`src/rtl/iot_pkg.sv`:
```
`timescale 1ns / 1ps
// ----------------------------------------------------------------------------
// Interrupt ownership table package
// Shared widths, request and status codes, controller states and the
// command and status groups between controller and datapath.
// ----------------------------------------------------------------------------
package iot_pkg;

	// Field widths of the request and response words.
	localparam int FUNC_W   = 2;
	localparam int IRQ_W    = 16;
	localparam int PART_W   = 8;
	localparam int CPU_W    = 10;
	localparam int STATUS_W = 2;

	// Default table sizes.
	localparam int NUM_IRQ_DEF = 1024;
	localparam int NUM_CPU_DEF = 256;

	// Request kinds.
	localparam logic [FUNC_W-1:0] FUNC_ASSIGN = 2'd0;
	localparam logic [FUNC_W-1:0] FUNC_REVOKE = 2'd1;
	localparam logic [FUNC_W-1:0] FUNC_QUERY  = 2'd2;

	// Response status codes.
	typedef enum logic [STATUS_W-1:0] {
		ST_OK     = 2'd0,
		ST_INVAL  = 2'd1,
		ST_RANGE  = 2'd2,
		ST_DENIED = 2'd3
	} iot_status_t;

	// Controller states.
	typedef enum logic [1:0] {
		S_CLEAR,
		S_IDLE,
		S_LOOKUP
	} iot_state_t;

	// Commands from the controller to the datapath.
	typedef struct packed {
		logic clear_step;
		logic capture;
		logic commit;
	} iot_cmd_t;

	// Status from the datapath to the controller.
	typedef struct packed {
		logic clear_last;
	} iot_sts_t;

endpackage

```
`src/rtl/iot_ctrl.sv`:
```
`timescale 1ns / 1ps
// ----------------------------------------------------------------------------
// Interrupt ownership table controller
// Sequences the clearing pass after reset and the lookup and commit of each
// request, and owns the handshakes of both channels.
// ----------------------------------------------------------------------------
module iot_ctrl (
	input  logic              clk,
	input  logic              arst_n,
	input  logic              req_valid,
	output logic              req_ready,
	output logic              rsp_valid,
	input  logic              rsp_ready,
	output iot_pkg::iot_cmd_t cmd,
	input  iot_pkg::iot_sts_t sts
);

	iot_pkg::iot_state_t state_q;
	iot_pkg::iot_state_t state_d;
	logic                out_valid_q;
	logic                slot_free;

	// The response register can take a new word when empty or being emptied.
	assign slot_free = !out_valid_q || rsp_ready;

	// Next state.
	always_comb begin
		state_d = state_q;
		case (state_q)
			iot_pkg::S_CLEAR: begin
				if (sts.clear_last) state_d = iot_pkg::S_IDLE;
			end
			iot_pkg::S_IDLE: begin
				if (req_valid) state_d = iot_pkg::S_LOOKUP;
			end
			iot_pkg::S_LOOKUP: begin
				if (slot_free) state_d = iot_pkg::S_IDLE;
			end
			default: state_d = iot_pkg::S_CLEAR;
		endcase
	end

	// Outputs and datapath commands.
	always_comb begin
		req_ready      = 1'b0;
		cmd.clear_step = 1'b0;
		cmd.capture    = 1'b0;
		cmd.commit     = 1'b0;
		case (state_q)
			iot_pkg::S_CLEAR: begin
				cmd.clear_step = 1'b1;
			end
			iot_pkg::S_IDLE: begin
				req_ready   = 1'b1;
				cmd.capture = req_valid;
			end
			iot_pkg::S_LOOKUP: begin
				cmd.commit = slot_free;
			end
			default: begin
				req_ready = 1'b0;
			end
		endcase
	end

	// State register.
	always_ff @(posedge clk or negedge arst_n) begin
		if (!arst_n) begin
			state_q <= iot_pkg::S_CLEAR;
		end else begin
			state_q <= state_d;
		end
	end

	// Response valid flag: set by a commit, cleared when the word is taken.
	always_ff @(posedge clk or negedge arst_n) begin
		if (!arst_n) begin
			out_valid_q <= 1'b0;
		end else if (cmd.commit) begin
			out_valid_q <= 1'b1;
		end else if (rsp_ready) begin
			out_valid_q <= 1'b0;
		end
	end

	assign rsp_valid = out_valid_q;

endmodule

```
`config.mk`:
```
export PLATFORM = sky130hd
export DESIGN_NAME = iot_ctrl
export DESIGN_NICKNAME = d
export VERILOG_FILES = /design/src/rtl/iot_pkg.sv /design/src/rtl/iot_ctrl.sv
export SDC_FILE = /design/constraint.sdc
export NUM_CORES = 1
export LEC_CHECK = 0
export BUFFER_PORTS_ARGS = -buffer_cell sky130_fd_sc_hd__buf_2
export CAP_MARGIN = 20
export CORE_AREA = 4 4 41 43
export CTS_CLUSTER_DIAMETER = 150
export DETAILED_ROUTE_END_ITERATION = 8
export DIE_AREA = 0 0 45 47
export MAX_ROUTING_LAYER = met4
export RECOVER_POWER = 50
export SLEW_MARGIN = 25
export SYNTH_ARGS = -nofsm -noshare
export SYNTH_HDL_FRONTEND = slang
export SYNTH_SLANG_ARGS = --single-unit
```
`constraint.sdc`:
```
create_clock -name clk -period 1.5 [get_ports clk]
set_input_delay 0.15 -clock clk [delete_from_list [all_inputs] [get_ports clk]]
set_output_delay 0.15 -clock clk [all_outputs]
set_load 0.05 [all_outputs]
```
==> results.sh <==
export IMPL_layout_drive_gt1_share=0.400
export IMPL_tightest_slew_ns=0.250
export IMPL_grt_pass1_wl_um=786
export IMPL_die_w_um=45
export IMPL_skew_ns=0.00166
export IMPL_setup_viol=0
export IMPL_syn2layout_area_growth_pct=66.1
export IMPL_grt_max_degree=7
export IMPL_dp_hpwl_um=320
export IMPL_end_kind="output port"
export IMPL_worst_setup_path_type="register to output port"
export IMPL_start_util=0.119
export IMPL_die_h_um=47
export IMPL_postCtsSetupBuffers=0
export IMPL_hold_viol_final=0
export IMPL_route_detailed_drc=0
export IMPL_vias_per_cell=3.62
export IMPL_fin_util=0.198
export IMPL_cts_buffer_depth=2
export IMPL_dieArea_mm2=0.00212
export IMPL_dr_pass1_iters=3
export IMPL_hold_path_class="input pin to register"
export IMPL_tns_ns=0
export IMPL_synth_seq_cells=3
export IMPL_nets=36
export IMPL_cts_tree="built"
export IMPL_drt_iter0_drc=2
export IMPL_maxCapViolations=0
export IMPL_wirelength_um=423
export IMPL_ys_types=12
export IMPL_grt_pass1_vias=195
export IMPL_grt_ovfl_total=0
export IMPL_start_kind="register"
export IMPL_dr_total_vias=163
export IMPL_dp_slack_ns=0.403
export IMPL_synth_fp_nets=21
export IMPL_num_antenna_cells=0
export IMPL_slew_headroom=0.835
export IMPL_syn_inst=16
export IMPL_seq_area_frac_synth=0.484
export IMPL_cp_arrival_ns=1.19
export IMPL_cts_root_buf="clkbuf_4"
export IMPL_rsz0062_at_grt="false"
export IMPL_fin_crit_sh=0.893
export IMPL_clk_latency_ns=0.23
export IMPL_synth_area_um2=155
export IMPL_htreeDepth=1
export IMPL_clock_sinks=3
export IMPL_antenna_left=0
export IMPL_fin_ws_ns=0.161
export IMPL_numCtsBuffers=3
export IMPL_gp_congestion=0.730
export IMPL_core_area_mm2=0.00130
export IMPL_ys_warn_count=0
export IMPL_fin_crit_ns=1.34
export IMPL_row_count=13
export IMPL_antenna_found_initial=0
export IMPL_clk_pin_slew_worst_paths_ns=0.04
export IMPL_ioPinCount=10
export IMPL_avgSynthCellArea_um2=9.70
export IMPL_max_freq_mhz=747
export IMPL_io_buffers=9
export IMPL_worstPathMaxFanout=6
export IMPL_drv_slew=0
export IMPL_wl_per_cell_um=9.40
export IMPL_grt_use_total=0.0645
export IMPL_cts_resized=0
export IMPL_status="finished clean"
export IMPL_crit_required_ns=1.35
worst paths after layout:
| check | from | end | slack (ns) | cells past startpoint |
|---|---|---|---|---|
| worst max-delay path | state_q[0]$_DFFE_PN0P_ | cmd[0] | 0.16 | 3 |
| worst min-delay path | rsp_ready | rsp_valid$_DFFE_PN0P_ | 0.15 | 2 |
| worst max register to register | state_q[1]$_DFFE_PN0P_ | state_q[0]$_DFFE_PN0P_ | 0.57 | 2 |
| worst min register to register | state_q[0]$_DFFE_PN0P_ | state_q[1]$_DFFE_PN0P_ | 0.53 | 1 |
| max in group asynchronous | arst_n | rsp_valid$_DFFE_PN0P_ | 1.07 | 2 |
| min in group asynchronous | arst_n | state_q[0]$_DFFE_PN0P_ | 0.26 | 2 |
stage by stage:
step           cells  instance area [um^2]  hold slack (ns)
5_1_grt           45                   258            0.168
3_5_place_dp      40                   223          -0.0495
6_report          45                   258            0.148
2_1_floorplan     16                   159           -0.146
3_3_place_gp      40                   223          -0.0521
4_1_cts           45                   259            0.147
layer usage:
layer,share of wire,wire [um],GRT usage,vias up
met1,0.46,195,0.0594,69
met3,0.12,51,0.0460,2
met4,0.045,19,0.0877,0
met2,0.37,156,0.0734,12
li1,-,-,-,80
met5,0,0,-,-
synthesized netlist by cell type, drive strengths merged:
library cell  n  share of area
nor2b         1          0.040
nor2          1          0.024
nand2b        1          0.040
a21oi         1          0.032
a22o          1          0.056
and3b         1          0.056
nand3b        1          0.048
o21ba         1          0.065
dfrtp         3           0.48
inv           3          0.073
o21ai         1          0.032
o21bai        1          0.048
logic make-up (layout without fill, tap and decap cells):
family | Yosys count | in the layout | share of synthesized area
DFF | 3 | 3 | 0.484
AOI/OAI and AO/OA | 5 | 5 | 0.234
buffers and inverters | 3 | 17 | 0.0726
and+or+nand+nor | 5 | 5 | 0.210
cells in the final DEF, fill, tap and decap left out:
master	Yosys	layout
buf_2	0	8
inv_1	3	3
clkbuf_4	0	3
dfrtp_1	3	3
clkbuf_1	0	2
nor2b_1	1	1
nor2_1	1	1
nand2b_1	1	1
a21oi_2	0	1
and3b_1	1	1
nand3b_1	1	1
o21bai_1	1	1
o21ba_1	1	1
a22o_1	1	1
o21ai_0	1	1
dlygate4sd3_1	0	1
what timing repair did:
| action | 4_1_cts | 5_1_grt |
|---|---|---|
| endpoints found under the setup margin | 0 | 0 |
| hold buffers | 1 | 0 |
| hold endpoints to repair | 3 | 0 |
sequential cells by signal, summed over array words and instances (netlist names):
name,count
state_q,2
rsp_valid,1
cell type report:
class	instances	area, um^2
clock buffers	4	26.3
fillers	154	1040
inverters	3	11.3
multi-input cells	10	72.6
flip-flops and latches	3	75.1
well taps	15	18.8
repair buffers	10	53.8
worst max-delay path, stage by stage, from the launching register on:
cell	delay (ns)
dfrtp_1	0.41
nand2b_1	0.19
a21oi_2	0.10
buf_2	0.26
Power is not shown: default switching activity piles up to over one toggle a cycle in this logic, so the estimate is an artifact.
